==> src/rtl/sal_pkg.sv <==
package sal_pkg;

  localparam int SENSORS   = 8;
  localparam int LOG_DEPTH = 64;

  localparam int SAW   = (SENSORS > 1) ? $clog2(SENSORS) : 1;
  localparam int LAW   = $clog2(LOG_DEPTH);
  localparam int CNT_W = $clog2(LOG_DEPTH + 1);
  localparam int SUM_W = ((LAW > 6) ? LAW : 6) + 1;

  localparam logic [1:0] KIND_READING   = 2'd0;
  localparam logic [1:0] KIND_LOG_READ  = 2'd1;
  localparam logic [1:0] KIND_LOG_CLEAR = 2'd2;

  localparam logic [1:0] MODE_NONE   = 2'd0;
  localparam logic [1:0] MODE_ABOVE  = 2'd1;
  localparam logic [1:0] MODE_BELOW  = 2'd2;
  localparam logic [1:0] MODE_CHANGE = 2'd3;

  localparam logic [1:0] REG_ALERT_MODE   = 2'd0;
  localparam logic [1:0] REG_TRIP_LEVEL   = 2'd1;
  localparam logic [1:0] REG_LOGGING_MASK = 2'd2;

  typedef struct packed {
    logic [1:0]         kind;
    logic [2:0]         sensor_num;
    logic signed [31:0] sample;
    logic [31:0]        stamp;
    logic [5:0]         log_index;
  } sal_req_t;

  typedef struct packed {
    logic               alert;
    logic [31:0]        alert_total;
    logic [6:0]         fill;
    logic               entry_ok;
    logic [2:0]         entry_sensor;
    logic [31:0]        entry_time;
    logic signed [31:0] entry_value;
  } sal_rsp_t;

  typedef struct packed {
    logic signed [31:0] last_value;
    logic [31:0]        alert_total;
  } sal_sens_t;

  typedef struct packed {
    logic [2:0]         sensor;
    logic [31:0]        stamp;
    logic signed [31:0] value;
  } sal_entry_t;

endpackage

==> src/rtl/sal_sensor_mem.sv <==
module sal_sensor_mem (
  input  logic                       clk,
  input  logic                       rst,
  input  logic                       rd_en,
  input  logic [sal_pkg::SAW-1:0]    rd_addr,
  output sal_pkg::sal_sens_t         rd_data,
  input  logic                       wr_en,
  input  logic [sal_pkg::SAW-1:0]    wr_addr,
  input  sal_pkg::sal_sens_t         wr_data
);
  import sal_pkg::*;

  sal_sens_t          mem [SENSORS];
  logic [SENSORS-1:0] valid;
  sal_sens_t          rd_q;
  logic               rd_valid;

  // Entries never written since reset read as zero.
  always_ff @(posedge clk) begin
    if (rst) begin
      valid <= '0;
    end else if (wr_en) begin
      valid[wr_addr] <= 1'b1;
    end
  end

  always_ff @(posedge clk) begin
    if (wr_en) begin
      mem[wr_addr] <= wr_data;
    end
    if (rd_en) begin
      rd_q     <= mem[rd_addr];
      rd_valid <= valid[rd_addr];
    end
  end

  assign rd_data = rd_valid ? rd_q : '0;

endmodule

==> src/rtl/sal_log_ram.sv <==
module sal_log_ram (
  input  logic                    clk,
  input  logic                    rd_en,
  input  logic [sal_pkg::LAW-1:0] rd_addr,
  output sal_pkg::sal_entry_t     rd_data,
  input  logic                    wr_en,
  input  logic [sal_pkg::LAW-1:0] wr_addr,
  input  sal_pkg::sal_entry_t     wr_data
);
  import sal_pkg::*;

  sal_entry_t mem [LOG_DEPTH];

  always_ff @(posedge clk) begin
    if (wr_en) begin
      mem[wr_addr] <= wr_data;
    end
    if (rd_en) begin
      rd_data <= mem[rd_addr];
    end
  end

endmodule

==> src/rtl/sensor_alert_and_ring_log.sv <==
// Sensor alert checker with a ring log of readings.
// Request channel: start/busy. A request is taken at a clock edge with
//   start high and busy low; req carries kind, sensor, sample, stamp and
//   log index. Kinds: new reading, read log entry, clear log.
// Result channel: done pulses for one cycle with result valid; the receiver
//   cannot stall it and must take it in that cycle.
// Result path: the request is registered at the accepting edge, and done
//   and result are registered at the edge that ends ST_EXEC. No new request
//   is taken while one is in ST_EXEC, set by the read-modify-write of the
//   per-sensor table and the ring log RAM (read issued at the accepting edge,
//   write back at the next edge). busy is high in the cycle between them.
// Configuration: cfg_we/cfg_index/cfg_data write alert mode, threshold and
//   logging mask; write only while no request is in flight.
// Reset (rst, synchronous): state to idle; done, head, count and config
//   to zero; per-sensor last values and alert counts read as zero, log
//   empty; no clearing pass, requests are taken in the cycle after reset.
module sensor_alert_and_ring_log (
  input  logic              clk,
  input  logic              rst,
  input  logic              start,
  output logic              busy,
  input  sal_pkg::sal_req_t req,
  output logic              done,
  output sal_pkg::sal_rsp_t result,
  input  logic              cfg_we,
  input  logic [1:0]        cfg_index,
  input  logic [31:0]       cfg_data
);
  import sal_pkg::*;

  typedef enum logic [1:0] {
    ST_IDLE = 2'b01,
    ST_EXEC = 2'b10
  } state_t;

  state_t             state;
  sal_req_t           cur;
  logic               cur_ok;
  logic [1:0]         alert_mode;
  logic signed [31:0] trip_level;
  logic [7:0]         logging_mask;
  logic [LAW-1:0]     head;
  logic [CNT_W-1:0]   count;

  logic               accept;
  logic               exec;
  logic [LAW-1:0]     start_pos;
  logic [SUM_W-1:0]   pos_sum;
  logic [LAW-1:0]     rd_pos;
  sal_sens_t          sens_rd;
  sal_sens_t          sens_wr;
  sal_entry_t         log_rd;
  sal_entry_t         log_wr;
  logic               in_range;
  logic               is_reading;
  logic               log_we;
  logic signed [33:0] diff;
  logic signed [33:0] mag;
  logic               hit;
  logic [31:0]        total_new;
  logic [LAW-1:0]     head_next;
  logic [CNT_W-1:0]   count_next;
  sal_rsp_t           result_next;

  assign busy   = (state == ST_EXEC);
  assign accept = start && !busy;
  assign exec   = (state == ST_EXEC);

  // Oldest entry sits at 0 until the ring wraps, then at head.
  assign start_pos = (count < CNT_W'(LOG_DEPTH)) ? '0 : head;
  assign pos_sum   = SUM_W'(start_pos) + SUM_W'(req.log_index);
  assign rd_pos    = (pos_sum >= SUM_W'(LOG_DEPTH)) ? LAW'(pos_sum - SUM_W'(LOG_DEPTH))
                                                    : LAW'(pos_sum);

  sal_sensor_mem u_sens (
    .clk     (clk),
    .rst     (rst),
    .rd_en   (accept),
    .rd_addr (SAW'(req.sensor_num)),
    .rd_data (sens_rd),
    .wr_en   (exec && is_reading),
    .wr_addr (SAW'(cur.sensor_num)),
    .wr_data (sens_wr)
  );

  sal_log_ram u_log (
    .clk     (clk),
    .rd_en   (accept),
    .rd_addr (rd_pos),
    .rd_data (log_rd),
    .wr_en   (log_we),
    .wr_addr (head),
    .wr_data (log_wr)
  );

  assign in_range   = (32'(cur.sensor_num) < SENSORS);
  assign is_reading = (cur.kind == KIND_READING) && in_range;
  assign log_we     = exec && is_reading && logging_mask[cur.sensor_num];

  assign diff = 34'(cur.sample) - 34'(sens_rd.last_value);
  assign mag  = diff[33] ? -diff : diff;

  always_comb begin
    unique case (alert_mode)
      MODE_NONE:   hit = 1'b0;
      MODE_ABOVE:  hit = cur.sample > trip_level;
      MODE_BELOW:  hit = cur.sample < trip_level;
      MODE_CHANGE: hit = mag > 34'(trip_level);
      default:     hit = 1'b0;
    endcase
  end

  assign total_new           = sens_rd.alert_total + 32'(hit);
  assign sens_wr.last_value  = cur.sample;
  assign sens_wr.alert_total = total_new;
  assign log_wr.sensor       = cur.sensor_num;
  assign log_wr.stamp        = cur.stamp;
  assign log_wr.value        = cur.sample;

  always_comb begin
    head_next  = head;
    count_next = count;
    if (cur.kind == KIND_LOG_CLEAR) begin
      head_next  = '0;
      count_next = '0;
    end else if (log_we) begin
      head_next = (head == LAW'(LOG_DEPTH - 1)) ? '0 : head + 1'b1;
      if (count < CNT_W'(LOG_DEPTH)) begin
        count_next = count + 1'b1;
      end
    end
  end

  always_comb begin
    result_next      = '0;
    result_next.fill = 7'(count_next);
    if (is_reading) begin
      result_next.alert       = hit;
      result_next.alert_total = total_new;
    end
    if (cur.kind == KIND_LOG_READ && cur_ok) begin
      result_next.entry_ok     = 1'b1;
      result_next.entry_sensor = log_rd.sensor;
      result_next.entry_time   = log_rd.stamp;
      result_next.entry_value  = log_rd.value;
    end
  end

  always_ff @(posedge clk) begin
    if (rst) begin
      alert_mode   <= '0;
      trip_level   <= '0;
      logging_mask <= '0;
    end else if (cfg_we) begin
      unique case (cfg_index)
        REG_ALERT_MODE:   alert_mode   <= cfg_data[1:0];
        REG_TRIP_LEVEL:   trip_level   <= cfg_data;
        REG_LOGGING_MASK: logging_mask <= cfg_data[7:0];
        default: ;
      endcase
    end
  end

  always_ff @(posedge clk) begin
    if (rst) begin
      state <= ST_IDLE;
      done  <= 1'b0;
      head  <= '0;
      count <= '0;
    end else begin
      done <= 1'b0;
      unique case (state)
        ST_IDLE: begin
          if (start) begin
            state <= ST_EXEC;
          end
        end
        ST_EXEC: begin
          state <= ST_IDLE;
          done  <= 1'b1;
          head  <= head_next;
          count <= count_next;
        end
        default: state <= ST_IDLE;
      endcase
    end
  end

  always_ff @(posedge clk) begin
    if (accept) begin
      cur    <= req;
      cur_ok <= (32'(req.log_index) < 32'(count));
    end
    if (exec) begin
      result <= result_next;
    end
  end

endmodule

==> config.mk <==
export PLATFORM = sky130hd
export DESIGN_NAME = sensor_alert_and_ring_log
export DESIGN_NICKNAME = d
export VERILOG_FILES = /design/src/rtl/sal_pkg.sv /design/src/rtl/sal_sensor_mem.sv /design/src/rtl/sal_log_ram.sv /design/src/rtl/sensor_alert_and_ring_log.sv
export SDC_FILE = /design/constraint.sdc
export NUM_CORES = 2
export LEC_CHECK = 0
export ABC_AREA = 0
export BUFFER_PORTS_ARGS = -buffer_cell sky130_fd_sc_hd__buf_4
export CAP_MARGIN = 20
export CORE_ASPECT_RATIO = 1.5
export CORE_MARGIN = 2
export CORE_UTILIZATION = 55
export CTS_CLUSTER_DIAMETER = 200
export DETAILED_ROUTE_END_ITERATION = 10
export PLACE_DENSITY = 0.71
export SYNTH_ARGS = -nofsm -noshare
export SYNTH_HDL_FRONTEND = slang
export SYNTH_MEMORY_MAX_BITS = 65536
export SYNTH_SLANG_ARGS = --single-unit
==> constraint.sdc <==
create_clock -name clk -period 10.8 [get_ports clk]
set_input_delay 2.16 -clock clk [delete_from_list [all_inputs] [get_ports clk]]
set_output_delay 2.16 -clock clk [all_outputs]
set_load 0.005 [all_outputs]
; Yosys cells after proc, flatten, opt, wreduce, memory -nomap -nowiden
; Memories as Yosys holds them, arrays and structs flattened. A register that Yosys moved wholly into a read port is not among the register bits.
; Cells that the tools add are included.
[word_totals]
output_inout_bits = 110
ram_bits = 4800
inputBits = 113
reg_bits = 245
n_memories = 2
[mem_list]
columns = name, words, width, rd, rd_ports_with_merged_regs, write_ports, line_no
row1 = u_log.mem, 64, 67, 1, 1, 1, sal_log_ram.sv:12  ; sal_entry_t mem [LOG_DEPTH];
row2 = u_sens.mem, 8, 64, 1, 1, 1, sal_sensor_mem.sv:13  ; sal_sens_t mem [SENSORS];
[classes]
n_reduce_logical = 15
n_mux = 23
n_lt_le_gt_ge = 9
bitwise_logic = 2
n_eq_ne = 10
n_addsub = 7
[ops]
columns = operator, count
row1 = 68-bit 2-to-1 mux, 1
row2 = 64-bit 2-to-1 mux, 1
row3 = 34-bit by 32-bit greater-than comparator with 1-bit output, 1
row4 = 34-bit 2-to-1 mux, 1
row5 = 33-bit negation with 34-bit output, 1
row6 = 32-bit by 32-bit subtractor with 33-bit output, 1
row7 = 32-bit by 1-bit adder with 32-bit output, 1
row8 = 32-bit greater-than comparator, 1
row9 = 32-bit < comparator, 1
row10 = 6-bit 2-to-1 mux, 5
row11 = 7-bit 2-to-1 mux, 3
row12 = "2-bit equality test, second input constant", 5
row13 = "2-bit by 1-bit equality test with 1-bit output, second input constant", 4
row14 = "3-bit by 4-bit < comparator with 1-bit output, second input constant", 2
row15 = 1-bit 2-to-1 mux, 8
row16 = 8-bit bitwise OR, 1
row17 = 2-bit AND reduction, 4
row18 = 6-bit by 6-bit adder with 7-bit output, 1
row19 = "7-bit by 1-bit adder with 7-bit output, second input constant", 1
row20 = "7-bit greater-or-equal comparator, second input constant", 1
row21 = 6-bit by 7-bit < comparator with 1-bit output, 1
row22 = "7-bit < comparator, second input constant", 1
row23 = "6-bit by 1-bit adder with 6-bit output, second input constant", 1
row24 = 1-bit binary-select mux with 3-bit select, 2
row25 = 11 further kinds, 17

; Longest topological paths before layout
[depth]
ltp_word = 7
ltp_mapped = 36

; Modules after synthesis
; From an unflattened synthesis, not the netlist that was laid out.
[unflattened]
hier_cells = 9392
hier_area_um2 = 200432.2
[modules_own_cells]
columns = module, area_each_um2, instances, cells_per_inst
row1 = sal_log_ram, 164617.9, 1, 7102
row2 = sal_sensor_mem, 21977.3, 1, 920
row3 = sensor_alert_and_ring_log, 13837.0, 1, 1370

; Least setup slack after synthesis
; No wires, ideal clock.
[synth_path]
kind = flip-flop to flip-flop
from = reg state[0]
to = mem u_sens.mem[2][0] (netlist name) (enable)
stages_incl_launch_ff = 6
n_path_buf = 1
setup_time_ps = 567
setup_slack_ps = 3183
t_arrival_ps = 7051
t_required_ps = 10233
path_cell_list = dfxtp_1 nand2b_1 clkbuf_1 clkinv_1 nand3_1 nor3_1
[synth_between]
elab_chain_len = 4
[synth_lines]
columns = item, line_no
row1 = start: declaration, sensor_alert_and_ring_log.sv:36  ; state_t state;
row2 = start signal: assignment, sensor_alert_and_ring_log.sv:166  ; state <= ST_IDLE;
row3 = start signal: assignment, sensor_alert_and_ring_log.sv:175  ; state <= ST_EXEC;
row4 = start signal: assignment, sensor_alert_and_ring_log.sv:179  ; state <= ST_IDLE;
row5 = 2-bit equality test, --
row6 = named net busy, sensor_alert_and_ring_log.sv:21  ; output logic busy,
row7 = 1-bit logical AND, sensor_alert_and_ring_log.sv:81  ; .wr_en (exec && is_reading),
row8 = 1-bit 2-to-1 mux, sal_sensor_mem.sv:28  ; if (wr_en) begin
row9 = 1-bit 2-to-1 mux (implied by the code), sal_sensor_mem.sv:29  ; mem[wr_addr] <= wr_data;
row10 = end: declaration, sal_sensor_mem.sv:13
; The timed path passes the listed nets, and every way through them passes these cells.

; Worst setup path after layout
[layout_path]
from = reg cur[38] (netlist name)
to = mem u_sens.mem[3][31] (netlist name), data pin
[layout_between]
elab_chain_len = 6
elab_cells_between_ends = 8
classes_between = add/sub (3) / order compare (3) / mux (2)
[layout_lines]
columns = item, line_no
row1 = start: declaration, sensor_alert_and_ring_log.sv:37  ; sal_req_t cur;
row2 = start signal: assignment, sensor_alert_and_ring_log.sv:191  ; cur <= req;
row3 = 32-bit by 32-bit subtractor with 33-bit output, sensor_alert_and_ring_log.sv:100  ; assign diff = 34'(cur.sample) - 34'(sens_rd.last_value);
row4 = 33-bit negation with 34-bit output, sensor_alert_and_ring_log.sv:101  ; assign mag = diff[33] ? -diff : diff;
row5 = 34-bit 2-to-1 mux, sensor_alert_and_ring_log.sv:101
row6 = 34-bit by 32-bit greater-than comparator with 1-bit output, sensor_alert_and_ring_log.sv:108  ; MODE_CHANGE: hit = mag > 34'(trip_level);
row7 = 1-bit case mux with 4 select lines (*), sensor_alert_and_ring_log.sv:104  ; unique case (alert_mode)
row8 = named net hit, sensor_alert_and_ring_log.sv:59  ; logic hit;
row9 = 32-bit by 1-bit adder with 32-bit output (*), sensor_alert_and_ring_log.sv:113  ; assign total_new = sens_rd.alert_total + 32'(hit);
row10 = named net total_new[31], sensor_alert_and_ring_log.sv:60  ; logic [31:0] total_new;
; Mark *: on every way through the listed nets, which the timed path passes. The rest lies on a longest branch.

==> results.txt <==
The flow ran to the end, and the final reports show no timing, DRC or antenna violations. Internal reg-to-reg setup slack: 1860 ps. The most utilized layer in the global route result was met2. For met3 alone, demand over resource in global routing was 4.72%. For this run, the number of Yosys warnings is 0. After layout, the minimum clock period comes to 8940 ps. The run gives 362,000 um^2 as the core footprint.

Data on the critical path arrives at its endpoint at 9620 ps. The tools report the final antenna-violating net count as 0. After synthesis, the cell types taking the most area are sky130_fd_sc_hd__edfxtp_1 (77%), sky130_fd_sc_hd__mux4_2 (17%), sky130_fd_sc_hd__ha_1 (0.71%).

For the pin with the worst max-slew slack, the measured transition is 1230 ps. Setup repair after global routing left no endpoint under its margin. After clock tree synthesis, the flow added hold-fix buffers numbering 0. In this design, the stage delay of the slowest critical-path cell is 920 ps. In the global route stage, met2 resource usage came out at 50.3%. Once the clock tree was built, the setup fixing pass inserted 0 buffers. TritonCTS built the clock tree. Cells with a size suffix above 1 make up 29.4% of the layout. The standard-cell row count was 271. Along the worst path, the maximum fanout reaches 73. The tools report the overall power consumption as 40.6 mW. The first routing iteration left 13,000 violations.

The total wire length was 544,000 um. Global routing consumed, over all layers together, 29.6% of the routing resources. The nature of the critical path startpoint was a flip-flop.

The tools report the synthesized cell area as 200,000 um^2. The post-detailed-route DRC marker count came out at 0. Yosys mapped the design onto 74 distinct sky130hd cell types. The biggest area contributor in the post-synthesis netlist is sky130_fd_sc_hd__edfxtp_1. The post-route clock skew was 73.7 ps.

In this run the mean area of a mapped cell was 23.1 um^2. The die covers 369,000 um^2. The tools report the final-report hold violation count as 0. Clock tree synthesis inserted a total of 451 buffers. The tools report the final number of max-transition violations as 0. The run gives 1000 ps as the clock latency of the later-clocked register in the worst-skew pair. Across the VDD grid, the largest voltage drop is 0.160 mV. For this configuration, the core starts out at a cell density of 55.2%.

The number of antenna violations at the first check in global routing is 25. The H-tree was split into 5 levels. The post-detailed-placement half-perimeter wirelength was 289,000 um; the power per standard cell area was 181 nW/um^2.

The final critical path takes up 82.8% of the cycle. Type of the most critical hold path: flip-flop to flip-flop. Global routing finished with a remaining overflow of 0. The tools report the number of failing setup endpoints in the final timing report as 0. In this run the tightest slew margin relative to its limit is 17.7%.

Fill cells in the final layout number 23,900. The cell at the root of the clock tree was sky130_fd_sc_hd__clkbuf_16. Summed over its instances, the top area cell type makes up 76.7% of the synthesized netlist area. The analysis attributes to cell leakage a power of 70.1 nW. The routed layout has 97,300 vias.

In the final timing run, aggregate negative setup slack is 0 ps. For this run, global-route usage on met1 was measured as 37.6%. Among the stages of the critical path, the cell type that occurs most often is sky130_fd_sc_hd__a21oi_1.

The maximum number of pins on one net before global-route repair was 156. Data on the critical path is required at its endpoint by 11,480 ps. For the final weighted congestion of routability-driven global placement, the log shows 0.886. Number of input and output port buffers inserted: 222.

The die is 496 um wide. Before antenna repair, the detailed router went through 6 iterations. Post-CTS repair changed the size of 0 cells.

Yosys mapped a number of flops with a built-in enable equal to 5,110. After clock tree synthesis, the clock-pin slew on the worst setup and hold paths is 60 ps. The number of global-route vias before repair is 98,200.

The total of flip-flops plus latches after synthesis is 5,176, and the vias per cell is 6.77. Clock tree synthesis found a total of 5,176 sinks. The critical path in this run is classified as flip-flop to flip-flop. Among all flip-flop cells after synthesis, the most frequent one is sky130_fd_sc_hd__edfxtp_1. The wire length of the first global-routing pass was 754,000 um.

The maximum operating frequency came out at 112 MHz. For this design, the slowest cell found on the critical path is sky130_fd_sc_hd__nor4_2. The mean routed wirelength per cell was 37.8 um; the final net count was 9,421.

The worst setup path is captured at a flip-flop. The share of async-settable or async-resettable flops after synthesis was 0%. Number of I/O pins: 223.

The area growth from synthesis to layout is 12.1%. The worst-case clock buffer depth is 4, and the synthesized netlist cell count is 8,661. Across the run, the number of max-cap violations was 0. The die is 743 um tall. The number of nets handed over by synthesis was 8,890.

Summing the sequential cell areas from Yosys gives 77.4% of the chip area.
kinds of logic (layout without fill, tap and decap cells):
group                    Yosys count  after routing  share of synthesized area, %
adder cells (fa/ha/maj)          116            116                         0.733
AND/OR/NAND/NOR                  768            768                          1.96
multiplexers                    1617           1617                          17.3
buffers and inverters            485           1389                         0.922
flip-flops                      5176           5176                          77.4
AO/OA/AOI/OAI                    416            416                          1.32
other                              1             36                       0.00187
XOR/XNOR                          82             82                         0.359
layout by cell type (no fill, tap or decap), drive strengths merged, types with 18 or more instances in the layout:
master and n:
edfxtp 5110, mux4 1472, clkbuf 552, buf 511, nand2 197, clkinv 185
a21oi 176, nor2 160, and2 130, ha 114, nor2b 84, mux2i 79
a211oi 78, mux2 66, dfxtp 66, inv 63, o21ai 54, xnor2 53
bufinv 52, a21o 38, nand3 38, nand4 37, diode 35, xor2 29
clkinvlp 26, nor3 23, or3 18
cells in the mapped netlist, types with 6 or more instances:
library cell / n
sky130_fd_sc_hd__inv_1: 50
sky130_fd_sc_hd__o21ai_0: 52
sky130_fd_sc_hd__nand3_1: 38
sky130_fd_sc_hd__buf_2: 13
sky130_fd_sc_hd__xnor2_1: 53
sky130_fd_sc_hd__and4_1: 13
sky130_fd_sc_hd__o21bai_1: 6
sky130_fd_sc_hd__nand4_1: 36
sky130_fd_sc_hd__buf_1: 100
sky130_fd_sc_hd__clkbuf_1: 320
sky130_fd_sc_hd__mux4_2: 1472
sky130_fd_sc_hd__a211oi_1: 75
sky130_fd_sc_hd__or3_1: 18
sky130_fd_sc_hd__a21o_1: 38
sky130_fd_sc_hd__nand2b_1: 13
sky130_fd_sc_hd__mux2i_1: 79
sky130_fd_sc_hd__dfxtp_1: 66
sky130_fd_sc_hd__nor2b_1: 84
sky130_fd_sc_hd__xor2_1: 29
sky130_fd_sc_hd__ha_1: 114
sky130_fd_sc_hd__nand3b_1: 8
sky130_fd_sc_hd__nor2_1: 160
sky130_fd_sc_hd__mux2_2: 66
sky130_fd_sc_hd__nand2_1: 197
sky130_fd_sc_hd__nor4_1: 6
sky130_fd_sc_hd__and2_1: 129
sky130_fd_sc_hd__o21a_1: 8
sky130_fd_sc_hd__a31oi_1: 7
sky130_fd_sc_hd__nor3_1: 23
sky130_fd_sc_hd__a21oi_1: 172
sky130_fd_sc_hd__or2_2: 6
sky130_fd_sc_hd__edfxtp_1: 5110
sky130_fd_sc_hd__and3_1: 13
sky130_fd_sc_hd__o31ai_1: 6
sky130_fd_sc_hd__nor3b_1: 7
path summary, 6_finish.rpt:
path / start / endpoint / depth (start not counted)
setup / recovery: cur[38] / u_sens.mem[3][31] / 30
setup reg to reg: cur[38] / u_sens.mem[3][31] / 30
hold / removal: state[1] / state[1] / 1
hold reg to reg: state[1] / state[1] / 1
per-stage QoR:
step | hold WS, ps | worst slack, ps | area, um^2 | std cells | util [%]
2_1_floorplan | 412 | 3180 | 200000 | 8661 | -
3_3_place_gp | 418 | 2150 | 209000 | 13500 | 57.7
3_5_place_dp | 436 | 1970 | 209000 | 13500 | 57.8
4_1_cts | 445 | 1940 | 224000 | 14300 | 61.8
5_1_grt | 475 | 1330 | 224000 | 14400 | 61.9
6_report | 449 | 1860 | 224000 | 14400 | 61.9
worst max-delay path, delay by kind of cell (launching register included):
family | cells | cell delay, ps
AO/OA/AOI/OAI | 13 | 3180
AND/OR/NAND/NOR | 9 | 2740
adder cells (fa/ha/maj) | 4 | 1320
buffers and inverters | 2 | 710
XOR/XNOR | 2 | 370
flip-flops | 1 | 330
registers in the layout, summed over array words and instances, names as in the netlist:
signal	cells
u_sens.rd_valid	1
count	7
cur	69
head	6
u_sens.rd_q	64
logging_mask	8
u_log.rd_data	67
u_log.mem	4288
done	1
cur_ok	1
u_sens.valid	8
u_sens.mem	512
trip_level	32
state	2
result	108
alert_mode	2
per-layer routing:
metal,vias to the layer above,part of all wire [%]
li1,37800,-
met1,52200,34
met2,6040,51
met3,1206,9.3
met4,10,5.4
met5,-,0.012
final cells by class:
cell class	instances	area (um^2)	share of cell area (%)
multi-input cells	3000	44000	19.6
clock buffers	551	11900	5.29
inverters	51	196	0.0876
flip-flops and latches	5176	155000	69.0
well taps	4777	5980	2.66
repair buffers	512	4440	1.98
clock inverters	275	2920	1.30
diodes	35	87.6	0.0390
power breakdown:
group / internal [mW] / switching, mW / leakage, nW
clock network: 9.08 / 7.25 / 7.18
logic: 0.857 / 1.21 / 16.2
registers: 22.2 / 0.0496 / 46.7
total: 32.1 / 8.51 / 70.1
No activity file was read; power rests on OpenSTA's default activity.
